### config.mk
export PLATFORM = sky130hd
export DESIGN_NAME = nsadsr_core
export DESIGN_NICKNAME = d
export VERILOG_FILES = /design/src/sv/nsadsr_pkg.sv /design/src/sv/nsadsr_core.sv
export SDC_FILE = /design/constraint.sdc
export NUM_CORES = 1
export LEC_CHECK = 0
export ABC_AREA = 1
export BUFFER_PORTS_ARGS = -buffer_cell sky130_fd_sc_hd__buf_2
export CAP_MARGIN = 20
export CELL_PAD_IN_SITES_DETAIL_PLACEMENT = 0
export CELL_PAD_IN_SITES_GLOBAL_PLACEMENT = 1
export CORE_ASPECT_RATIO = 0.6
export CORE_MARGIN = 5
export CORE_UTILIZATION = 38
export DETAILED_ROUTE_END_ITERATION = 6
export PLACE_DENSITY_LB_ADDON = 0.1
export SETUP_SLACK_MARGIN = 0.2
export SLEW_MARGIN = 20
export SYNTH_ARGS = -nofsm -noshare
export SYNTH_HDL_FRONTEND = slang
export SYNTH_SLANG_ARGS = --single-unit
### constraint.sdc
create_clock -name clk -period 5.4 [get_ports clk]
set_input_delay 0.27 -clock clk [delete_from_list [all_inputs] [get_ports clk]]
set_output_delay 0.27 -clock clk [all_outputs]
set_load 0.1 [all_outputs]
### src/sv/nsadsr_pkg.sv
// Shared types, constants and helpers of the note sequencer with ADSR envelope.
`default_nettype none
package nsadsr_pkg;

	localparam int TABLE_DEPTH = 256;
	localparam int TBL_AW      = $clog2(TABLE_DEPTH);
	localparam int IDX_W       = 8;
	localparam int IDX_XW      = (TBL_AW > IDX_W) ? TBL_AW : IDX_W;

	localparam logic [15:0] END_MARK = 16'h7d64;
	localparam logic [15:0] SILENCE  = 16'h7d00;

	localparam logic [1:0] PH_ATTACK  = 2'd0;
	localparam logic [1:0] PH_DECAY   = 2'd1;
	localparam logic [1:0] PH_RELEASE = 2'd2;

	localparam logic [2:0] REG_DURATION_SCALE   = 3'd0;
	localparam logic [2:0] REG_WIDTH_FIXED_MODE = 3'd1;
	localparam logic [2:0] REG_FIXED_WIDTH      = 3'd2;
	localparam logic [2:0] REG_PEAK_VOLUME      = 3'd3;
	localparam logic [2:0] REG_ATTACK_STEP      = 3'd4;
	localparam logic [2:0] REG_SUSTAIN_VOLUME   = 3'd5;
	localparam logic [2:0] REG_DECAY_STEP       = 3'd6;
	localparam logic [2:0] REG_RELEASE_STEP     = 3'd7;

	typedef enum logic [1:0] {
		OP_TICK  = 2'd0,
		OP_LOAD  = 2'd1,
		OP_START = 2'd2,
		OP_STOP  = 2'd3
	} op_t;

	typedef struct packed {
		logic [3:0]  duration_scale;
		logic        width_fixed_mode;
		logic [11:0] fixed_width;
		logic [6:0]  peak_volume;
		logic [6:0]  attack_step;
		logic [6:0]  sustain_volume;
		logic [6:0]  decay_step;
		logic [6:0]  release_step;
	} cfg_t;

	typedef struct packed {
		logic [7:0]  length;
		logic [15:0] pitch;
	} entry_t;

	typedef struct packed {
		logic [15:0] tone_divisor;
		logic [6:0]  volume;
		logic        playing;
		logic [1:0]  envelope_phase;
	} result_t;

	// table pointer advance, modulo the table depth
	function automatic logic [TBL_AW-1:0] ptr_next(input logic [TBL_AW-1:0] p);
		logic [TBL_AW-1:0] r;
		if (p == TBL_AW'(TABLE_DEPTH - 1))
			r = '0;
		else
			r = p + TBL_AW'(1);
		return r;
	endfunction

endpackage
`default_nettype wire

### src/sv/nsadsr_core.sv
// Player state registers, note fetch and envelope update for one item.
`default_nettype none
module nsadsr_core (
	input  wire logic                          clk,
	input  wire logic                          arst_n,
	input  wire logic                          fire,
	input  wire nsadsr_pkg::op_t               op,
	input  wire nsadsr_pkg::cfg_t              cfg,
	input  wire nsadsr_pkg::entry_t            entry,
	input  wire logic [15:0]                   next_pitch,
	output logic [nsadsr_pkg::TBL_AW-1:0]      ptr,
	output nsadsr_pkg::result_t                result
);
	import nsadsr_pkg::*;

	logic [TBL_AW-1:0] ptr_q,   ptr_n;
	logic [11:0]       left_q,  left_n;
	logic [11:0]       tin_q,   tin_n;
	logic [11:0]       width_q, width_n;
	logic [15:0]       pitch_q, pitch_n;
	logic [6:0]        vol_q,   vol_n;
	logic [1:0]        phase_q, phase_n;
	logic              play_q,  play_n;

	logic [11:0] dur;
	logic [11:0] scale_x;
	logic [7:0]  sum_a;

	assign ptr     = ptr_q;
	assign scale_x = 12'(cfg.duration_scale);
	assign dur     = 12'(entry.length) * scale_x;

	always_comb begin
		ptr_n   = ptr_q;
		left_n  = left_q;
		tin_n   = tin_q;
		width_n = width_q;
		pitch_n = pitch_q;
		vol_n   = vol_q;
		phase_n = phase_q;
		play_n  = play_q;
		sum_a   = {1'b0, vol_q} + {1'b0, cfg.attack_step};
		unique case (op)
			OP_TICK: begin
				if (play_q) begin
					if (left_q != 12'd0) begin
						left_n = left_q - 12'd1;
					end else begin
						// note spent: fetch next entry, rewind at end marker
						phase_n = PH_ATTACK;
						tin_n   = 12'd0;
						left_n  = dur;
						if (cfg.width_fixed_mode)
							width_n = cfg.fixed_width;
						else if (dur >= scale_x)
							width_n = dur - scale_x;
						else
							width_n = 12'd0;
						pitch_n = entry.pitch;
						ptr_n   = (next_pitch == END_MARK) ? '0 : ptr_next(ptr_q);
					end
					if (tin_n != 12'hfff)
						tin_n = tin_n + 12'd1;
					if (tin_n >= width_n)
						phase_n = PH_RELEASE;
					priority case (phase_n)
						PH_ATTACK: begin
							if (sum_a >= {1'b0, cfg.peak_volume}) begin
								phase_n = PH_DECAY;
								vol_n   = cfg.peak_volume;
							end else begin
								vol_n = sum_a[6:0];
							end
						end
						PH_DECAY: begin
							if ({1'b0, vol_q} <= {1'b0, cfg.sustain_volume} + {1'b0, cfg.decay_step})
								vol_n = cfg.sustain_volume;
							else
								vol_n = vol_q - cfg.decay_step;
						end
						default: begin
							if ({1'b0, vol_q} <= 8'd1 + {1'b0, cfg.release_step})
								vol_n = 7'd1;
							else
								vol_n = vol_q - cfg.release_step;
						end
					endcase
				end
			end
			OP_LOAD: begin
			end
			OP_START: begin
				ptr_n  = '0;
				left_n = 12'd0;
				play_n = 1'b1;
			end
			OP_STOP: begin
				ptr_n  = '0;
				play_n = 1'b0;
			end
		endcase
	end

	always_comb begin
		result.tone_divisor   = (!play_n || vol_n == 7'd1) ? SILENCE : pitch_n;
		result.volume         = vol_n;
		result.playing        = play_n;
		result.envelope_phase = phase_n;
	end

	always_ff @(posedge clk or negedge arst_n) begin
		if (!arst_n) begin
			ptr_q   <= '0;
			left_q  <= 12'd0;
			tin_q   <= 12'd0;
			width_q <= 12'd0;
			pitch_q <= 16'd0;
			vol_q   <= 7'd8;
			phase_q <= PH_ATTACK;
			play_q  <= 1'b0;
		end else if (fire) begin
			ptr_q   <= ptr_n;
			left_q  <= left_n;
			tin_q   <= tin_n;
			width_q <= width_n;
			pitch_q <= pitch_n;
			vol_q   <= vol_n;
			phase_q <= phase_n;
			play_q  <= play_n;
		end
	end

endmodule
`default_nettype wire

== After elaboration in Yosys (flattened, before gate mapping) ==
Cells that the tools add are included.

* Multiplexer cells: 38
* Reduce and logical (&&, ||, !) cells: 11
* Add/sub/neg operators: 9
* Magnitude comparators: 5
* Multiply operators: 1
* Eq/ne operators: 9

{| class="wikitable"
|+ Operators by type and width
! operator !! count
|-
| two-way mux 12 bit || 13
|-
| two-way mux 16 bit || 4
|-
| two-way mux 7 bit || 5
|-
| two-way mux 8 bit || 4
|-
| one-hot mux 12 bit (2 select lines) || 1
|-
| adder 7 x 7 -> 8 bit || 2
|-
| == test 16 x 15 -> 1 bit, second input constant || 1
|-
| less-or-equal comparator 7 x 8 -> 1 bit || 2
|-
| two-way mux 2 bit || 8
|-
| one-hot mux 8 bit (2 select lines) || 1
|-
| one-hot mux 7 bit (2 select lines) || 1
|-
| subtractor 7 bit || 2
|-
| adder 12 x 1 -> 12 bit, second input constant || 1
|-
| >= comparator 12 bit || 1
|-
| >= comparator 12 x 4 -> 1 bit || 1
|-
| multiplier 8 x 4 -> 12 bit || 1
|-
| inequality test 12 bit, second input constant || 1
|-
| nonzero test 12 bit || 1
|-
| subtractor 12 x 1 -> 12 bit, second input constant || 1
|-
| subtractor 12 x 4 -> 12 bit || 1
|-
| adder 1 x 7 -> 8 bit, first input constant || 1
|-
| adder 8 x 1 -> 8 bit, second input constant || 1
|-
| == test 8 bit, second input constant || 1
|-
| >= comparator 8 x 7 -> 1 bit || 1
|-
| 12 further kinds || 17
|}

* Output and inout bits: 34
* Input bits: 97
* Word-level logic and storage cells: 81
* Register bits after elaboration: 70

== Depth between registers and ports, before layout ==
Gate-level depths: netlist of run 1.

* Depth after elaboration: 19
* Gate-level depth with buffers: 42
* Gate-level depth less buffers: 41

== Least setup slack after synthesis of run 1 ==
Ideal clock, no wire load.

* Kind: input -> output
* Start point: input port cfg[51] (netlist bit)
* End point: output port result[10] (netlist bit)
* Stages: 37
* Buffers on the path: 1
* Arrival: 6.646 ns
* Path slack: -1.516 ns
* Data required time: 5.130 ns
* Cells stage by stage: clkbuf_1 -> nand2_1 -> fa_1 -> inv_1 -> fa_1 -> inv_1 -> fa_1 -> inv_1 -> ha_1 -> a21oi_1 -> nand2_1 -> nand3b_1 -> nor2_2 -> nand3_2 -> nor2_4 -> nand4_2 -> nand2_4 -> inv_2 -> nand2_1 -> nand2_1 -> nand2_1 -> ha_1 -> nand2_1 -> inv_2 -> nand2_1 -> nand2_1 -> a21oi_1 -> nand4_4 -> nor2_4 -> nand3_1 -> nand4_1 -> nand2_2 -> nand2_2 -> nor2_4 -> nand2_4 -> nand2_8 -> nor2_2

{| class="wikitable"
|+ RTL lines
! what !! RTL line !! source
|-
| start, declared || nsadsr_core.sv:8 || <nowiki>input wire nsadsr_pkg::cfg_t cfg,</nowiki>
|-
| end, declared || nsadsr_core.sv:12 || <nowiki>output nsadsr_pkg::result_t result</nowiki>
|}

==> results of run 1 <==
==> power by group through the flow <==
stage | Clock [uW] | Combinational (uW) | Sequential, uW
3_5_place_dp | 0 | 4820 | 898
2_1_floorplan | 0 | 3320 | 928
3_3_place_gp | 0 | 4810 | 899
6_report | 673 | 5750 | 893
5_1_grt | 711 | 6320 | 917
4_1_cts | 693 | 5110 | 892
==> worst max-delay path: cells and delay by family <==
family | cells | cell delay [ns]
adder cells (fa/ha/maj) | 5 | 1.93
AND/OR/NAND/NOR | 16 | 1.65
buffers and inverters | 13 | 1.36
AO/OA/AOI/OAI | 3 | 0.43
XOR/XNOR | 1 | 0.13
==> through the flow <==
step | power [uW] | area, um2 | worst slack, ns
CTS | 6690 | 10700 | -0.660
finish | 7310 | 11200 | -0.649
global placement | 5710 | 10100 | -0.759
floorplan | 4250 | 8250 | -0.773
detailed placement | 5720 | 10100 | -0.837
global route | 7940 | 11200 | -0.951
==> worst min path at each step <==
stage | startpoint | end | slack, ns | cells after the start
finish | fire | phase_q[1]$_DFFE_PN0P_ | 0.16 | 2
global route | fire | phase_q[1]$_DFFE_PN0P_ | 0.17 | 2
CTS | arst_n | vol_q[0]$_DFFE_PN0P_ | 0.11 | 1
detailed placement | width_q[1]$_DFFE_PN0P_ | width_q[1]$_DFFE_PN0P_ | 0.46 | 2
global placement | width_q[5]$_DFFE_PN0P_ | width_q[5]$_DFFE_PN0P_ | 0.46 | 2
floorplan | arst_n | left_q[0]$_DFFE_PN0P_ | -0.03 | 0
==> cells by family after synthesis <==
kind of cell    share of synthesized area, %
xor+xnor                                6.05
flops                                   21.8
compound gates                          11.4
fa+ha+maj                               17.1
buf+inv                                 11.3
simple gates                            30.4
mux                                     1.99
==> flip-flops by register name, indices dropped and copies added, names as in the netlist <==
signal	flops
pitch_q	16
left_q	12
tin_q	12
width_q	12
ptr	8
vol_q	7
phase_q	2
play_q	1
==> final cells by class <==
class,count,area (um2)
clock buffers,11,253
clock inverters,5,81.3
well taps,279,349
multi-input cells,857,6040
fillers,2028,9780
repair buffers,227,1850
flip-flops and latches,70,1750
inverters,214,827
==> per-layer routing <==
layer / vias to the layer above / wire, um / GRT usage (%)
li1: 4165 / - / -
met1: 3695 / 13400 / 31.5
met2: 175 / 9870 / 28.6
met3: 8 / 1210 / 3.92
met4: 0 / 93 / 2.58
met5: - / 0 / 0
==> cells in the final DEF (no fill, tap or decap), drive strengths merged, types with 7 or more instances in the layout <==
cell and count:
ha 83, mux2i 16, o22ai 9, nor2 79, nand4 19, or2 16, fa 17, a31oi 7
nand2 295, buf 226, o21ai 77, nand3 88, clkbuf 11, a21oi 56, dfrtp 69, nor3 12
xnor2 14, nand3b 7, xor2 39, inv 208
==> what timing repair did <==
action | in CTS | in global routing
endpoints found under the setup margin | 25 | 33
hold endpoints to repair | 0 | 34
gates cloned | 1 | 0
resized for setup | 44 | 72
hold buffers | 0 | 1
pin swaps | 21 | 25
buffers inserted | 9 | 9
==> metrics.txt, run 1 <==
CP peak stage delay=between 0.5 and 0.6 ns; TritonCTS Buffers=9; Detail Placement HPWL=~19 mm; Worst R2R End=vol_q[0]$_DFFE_PN0P_; worst hold-check path type=primary input to flop; Worst Setup End Kind=output port; final clock period utilization by the worst path=112%; Synth Cell Area=between 0.008 and 0.009 mm2; # placed instances=about 1.6k; largest net degree at the start of global routing=71; Placer Congestion=between 0.8 and 0.9; CP dominant cell by count=buf_4; Hold WS=between 0.15 and 0.2 ns; Synth async-reset ratio=100%; clk_skew=~0.012 ns; top-count cell post-synth=nand2_1; RSZ-0062 raised after global routing=yes; setup TNS=-11.29 ns; Starting DRT DRC Count=approximately 450; final setup margin=-0.649 ns; DRC=0; synth warn=0; grt total ovfl=0; Most used DFF post-synth=dfrtp_1; Port Buffers=130; share of layout cells above drive strength 1=a little under a third; Clock Tree Buf Depth=2; max-cap violations=0; mean area per synthesized cell=roughly 7 um2; crit path from=cfg[51]; Seq pwr share=roughly an eighth; sequential element share of the synthesized area=between 20% and 30%; worst reg-to-reg setup slack=~1.0 ns; P&R area growth vs syn=38.6%; Clk Latency, worst-skew pair=about 0.35 ns; Pleak=slightly below 0.006 uW; RR Startpoint=left_q[0]$_DFFE_PN0P_; R2R depth=28; Max FO, Critical Path=8; Synth cell types=54; Comb power frac=roughly four fifths; Core ar.=roughly 0.021 mm2; Tmin final=6.05 ns; headroom to the max-slew limit=a little over a third; internal power=between 3000 and 4000 uW; clock power share=under 10%; initial antenna violation count=0; Worst VDD drop=481 uV; Antenna diodes=0; Sink Count=70; data required time at the worst endpoint=between 5 and 6 ns; routed len/inst=14.8 um; crit path DAT=5.78 ns; failing checks=setup timing; Pins Over Slew Limit=0; Initial Utilization=about two fifths; post-route non-filler standard cell count=1,663; status=finished, violations left; kind of critical path=primary input to output port; Psw=~4000 uW; Routed Wire Length=~25 mm; Fin. Hold Viols=0; Yosys top cell area share=between 20% and 30%; most frequent cells after synthesis=282 x nand2_1, 196 x inv_1, 83 x ha_1, 83 x nand3_1, 69 x dfrtp_1; Setup violations, final=24; clock root buffer=clkbuf_16; achievable frequency=around 0.17 GHz; synth top area cells=dfrtp_1 21%, nand2_1 13%, ha_1 13%; IO Pins=roughly 130; Die ar.=roughly 0.024 mm2; post-route ant nets=0; CP startpoint kind=primary input; # rows=~40; number of synthesized flops with an enable pin=0; Worst-Margin Slew=0.961 ns; slowest CP cell=fa_1; drt first pass iters=7; syn nets=approximately 1.4k; total number of vias=around 8k; Die Width=198 um; die height=around 120 um; Sw Ratio=between 50% and 60%; #FFs+latches synth=70; CP endpoint=result[18]; net count of the finished layout=approximately 1.6k; number of global-route vias before repair=between 7k and 8k; final core occ=a little over half; Yosys top cell by area=dfrtp_1; TritonCTS clock tree=yes; via/cell ratio=4.84; H-tree levels=3; pwr/cell area=656 mW/mm2; Syn Inst Count=1,162; Tot GR Track Use=20.0%; CTS clock-pin slew for the worst setup and hold paths=0.07 ns; global-route wire length before repair=a little under 40 mm
(Power assumes the default switching activity.)
==> inputs of run 2 (changes only) <==
--- a/config.mk
+++ b/config.mk
@@ -12,7 +12,8 @@
 export CELL_PAD_IN_SITES_GLOBAL_PLACEMENT = 1
 export CORE_ASPECT_RATIO = 0.6
 export CORE_MARGIN = 5
-export CORE_UTILIZATION = 38
+export CORE_UTILIZATION = 45
+export CTS_CLUSTER_DIAMETER = 100
 export DETAILED_ROUTE_END_ITERATION = 6
 export PLACE_DENSITY_LB_ADDON = 0.1
 export SETUP_SLACK_MARGIN = 0.2
==> constraint.sdc (replaced) <==
create_clock -name clk -period 7.19 [get_ports clk]
set_input_delay 0.3595 -clock clk [delete_from_list [all_inputs] [get_ports clk]]
set_output_delay 0.3595 -clock clk [all_outputs]
set_load 0.1 [all_outputs]
==> run 2 against run 1 <==
Effect of this change:
- the run now ends clean
- cell count down 7.9%
- clock-buffer cell count is 2 lower
- combinational power is 41% lower
- global-route usage increased by 2.3 points
- worst setup slack improved by 1.2 ns
- non-clock buffer count decreased by 88
- register-to-register slack improved by 1.9 ns
==> metrics.txt, run 2 (synthesis gave the netlist of run 1 again) <==
data required time at the worst endpoint=6.83 ns; status=finished clean; share of layout cells above drive strength 1=between 20% and 30%; clk_skew=roughly 0.0090 ns; most common cell after layout, fill and taps aside=nand2_1; crit path DAT=between 6 and 7 ns; clock root buffer=clkbuf_16; DRC=0; Sink Count=70; crit path buf inv count=7; Fin. Hold Viols=0; R2R depth=28; IO Pins=around 130; grt total ovfl=0; RSZ-0062 raised after global routing=no; pwr/cell area=466 mW/mm2; Clk Latency, worst-skew pair=between 0.3 and 0.4 ns; Sw Ratio=58.2%; internal power=around 1900 uW; Comb power frac=75.8%; H-tree levels=3; Pleak=0.00516 uW; drt first pass iters=5; routed len/inst=15.0 um; die height=between 100 and 150 um; achievable frequency=about 0.15 GHz; register name with the most flops=pitch_q; max reg flops=16; setup TNS=0 ns; initial antenna violation count=0; CP startpoint kind=primary input; TritonCTS Buffers=9; CTS clock-pin slew for the worst setup and hold paths=approximately 0.06 ns; TritonCTS clock tree=yes; Die Width=approximately 180 um; net count of the finished layout=about 1.5k; Starting DRT DRC Count=approximately 570; final clock period utilization by the worst path=around nine tenths; Max FO, Critical Path=9; Pins Over Slew Limit=0; number of global-route vias before repair=between 7k and 8k; RR Startpoint=left_q[0]$_DFFE_PN0P_; Tot GR Track Use=about 22%; Hold WS=0.248 ns; CTS Hold Buffers Added=0; CP peak stage delay=0.56 ns; clock power share=under 10%; Initial Utilization=a little under half; Antenna diodes=0; Die ar.=0.0207 mm2; Detail Placement HPWL=approximately 18 mm; Port Buffers=130; CP dominant cell by count=nand2_1; post-route ant nets=0; Seq pwr share=15.0%; Clock Tree Buf Depth=2; Worst VDD drop=239 uV; Psw=about 2600 uW; Worst-Margin Slew=1.23 ns; Worst R2R End=vol_q[2]$_DFFE_PN0P_; via/cell ratio=approximately 5.0; delay-heaviest family, CP=simple AND/OR/NAND/NOR gates; # fillers=1,691; Routed Wire Length=23.0 mm; Setup violations, final=0; worst hold-check path type=primary input to async pin; most frequent cells in the layout=279 x nand2_1, 196 x inv_1, 111 x buf_2; slowest CP cell=fa_1; global-route wire length before repair=38.0 mm; Tmin final=around 6.6 ns; # rows=37; total number of vias=about 7.7k; largest net degree at the start of global routing=71; headroom to the max-slew limit=around 18%; Worst Setup End Kind=output port; max-cap violations=0; P&R area growth vs syn=19.3%; Core ar.=0.0174 mm2; kind of critical path=primary input to output port; worst reg-to-reg setup slack=approximately 2.9 ns; Placer Congestion=roughly 0.89
-- run 2: changes by cell type in the layout (fill, tap and decap cells not counted), moves of 13 or more --
| cell | delta |
|---|---|
| buf_12 | -18 |
| nand2_2 | -25 |
| nand3_1 | +18 |
| buf_4 | -81 |
| buf_2 | +13 |
| nand2_1 | +34 |
| nand3_2 | -15 |
-- run 2: final cells by class --
type,count,area [um2],area share [%]
repair buffers,139,913,9.51
clock buffers,9,225,2.34
clock inverters,7,50.0,0.521
inverters,214,806,8.39
well taps,234,293,3.05
multi-input cells,858,5560,57.9
flip-flops and latches,70,1750,18.3
-- run 2: power by group through the flow --
stage / Combinational [uW] / Sequential (uW) / Clock, uW
after floorplan: 2410 / 695 / 0
after global placement: 3170 / 669 / 0
after detailed placement: 3170 / 671 / 0
after CTS: 3190 / 665 / 426
after global routing: 3790 / 688 / 443
final: 3390 / 669 / 416
-- run 2: how the worst max path moves through the flow --
stage,cells after the start,from,endpoint,slack (ns)
2_1_floorplan,37,cfg[51],result[10],0.09
4_1_cts,34,cfg[49],result[18],0.30
3_5_place_dp,34,cfg[49],result[18],0.32
6_report,38,cfg[51],result[16],0.60
5_1_grt,38,cfg[50],result[16],0.19
3_3_place_gp,38,cfg[51],result[21],0.52
-- run 2: metrics by stage --
step | utilization [%] | power [uW] | setup WS [ns] | area (um2) | std cells
finish | 55.3 | 4480 | 0.597 | 9600 | 1531
global route | 55.3 | 4920 | 0.186 | 9600 | 1531
CTS | 53.8 | 4280 | 0.298 | 9340 | 1523
detailed placement | 52.2 | 3840 | 0.317 | 9060 | 1507
global placement | 52.2 | 3840 | 0.520 | 9060 | 1507
floorplan | - | 3110 | 0.0946 | 8050 | 1162
-- run 2: repair_timing --
| item | in CTS | in global routing |
|---|---|---|
| setup buffers | 0 | 6 |
| setup endpoints to repair | 0 | 22 |
| gates resized for setup | 0 | 52 |
-- run 2: per-layer routing --
metal	vias up	GRT usage [%]	routed length [um]
li1	3995	-	-
met1	3459	35.6	12400
met2	196	31.5	9060
met3	13	4.02	1430
met4	0	2.95	131
met5	-	0	0
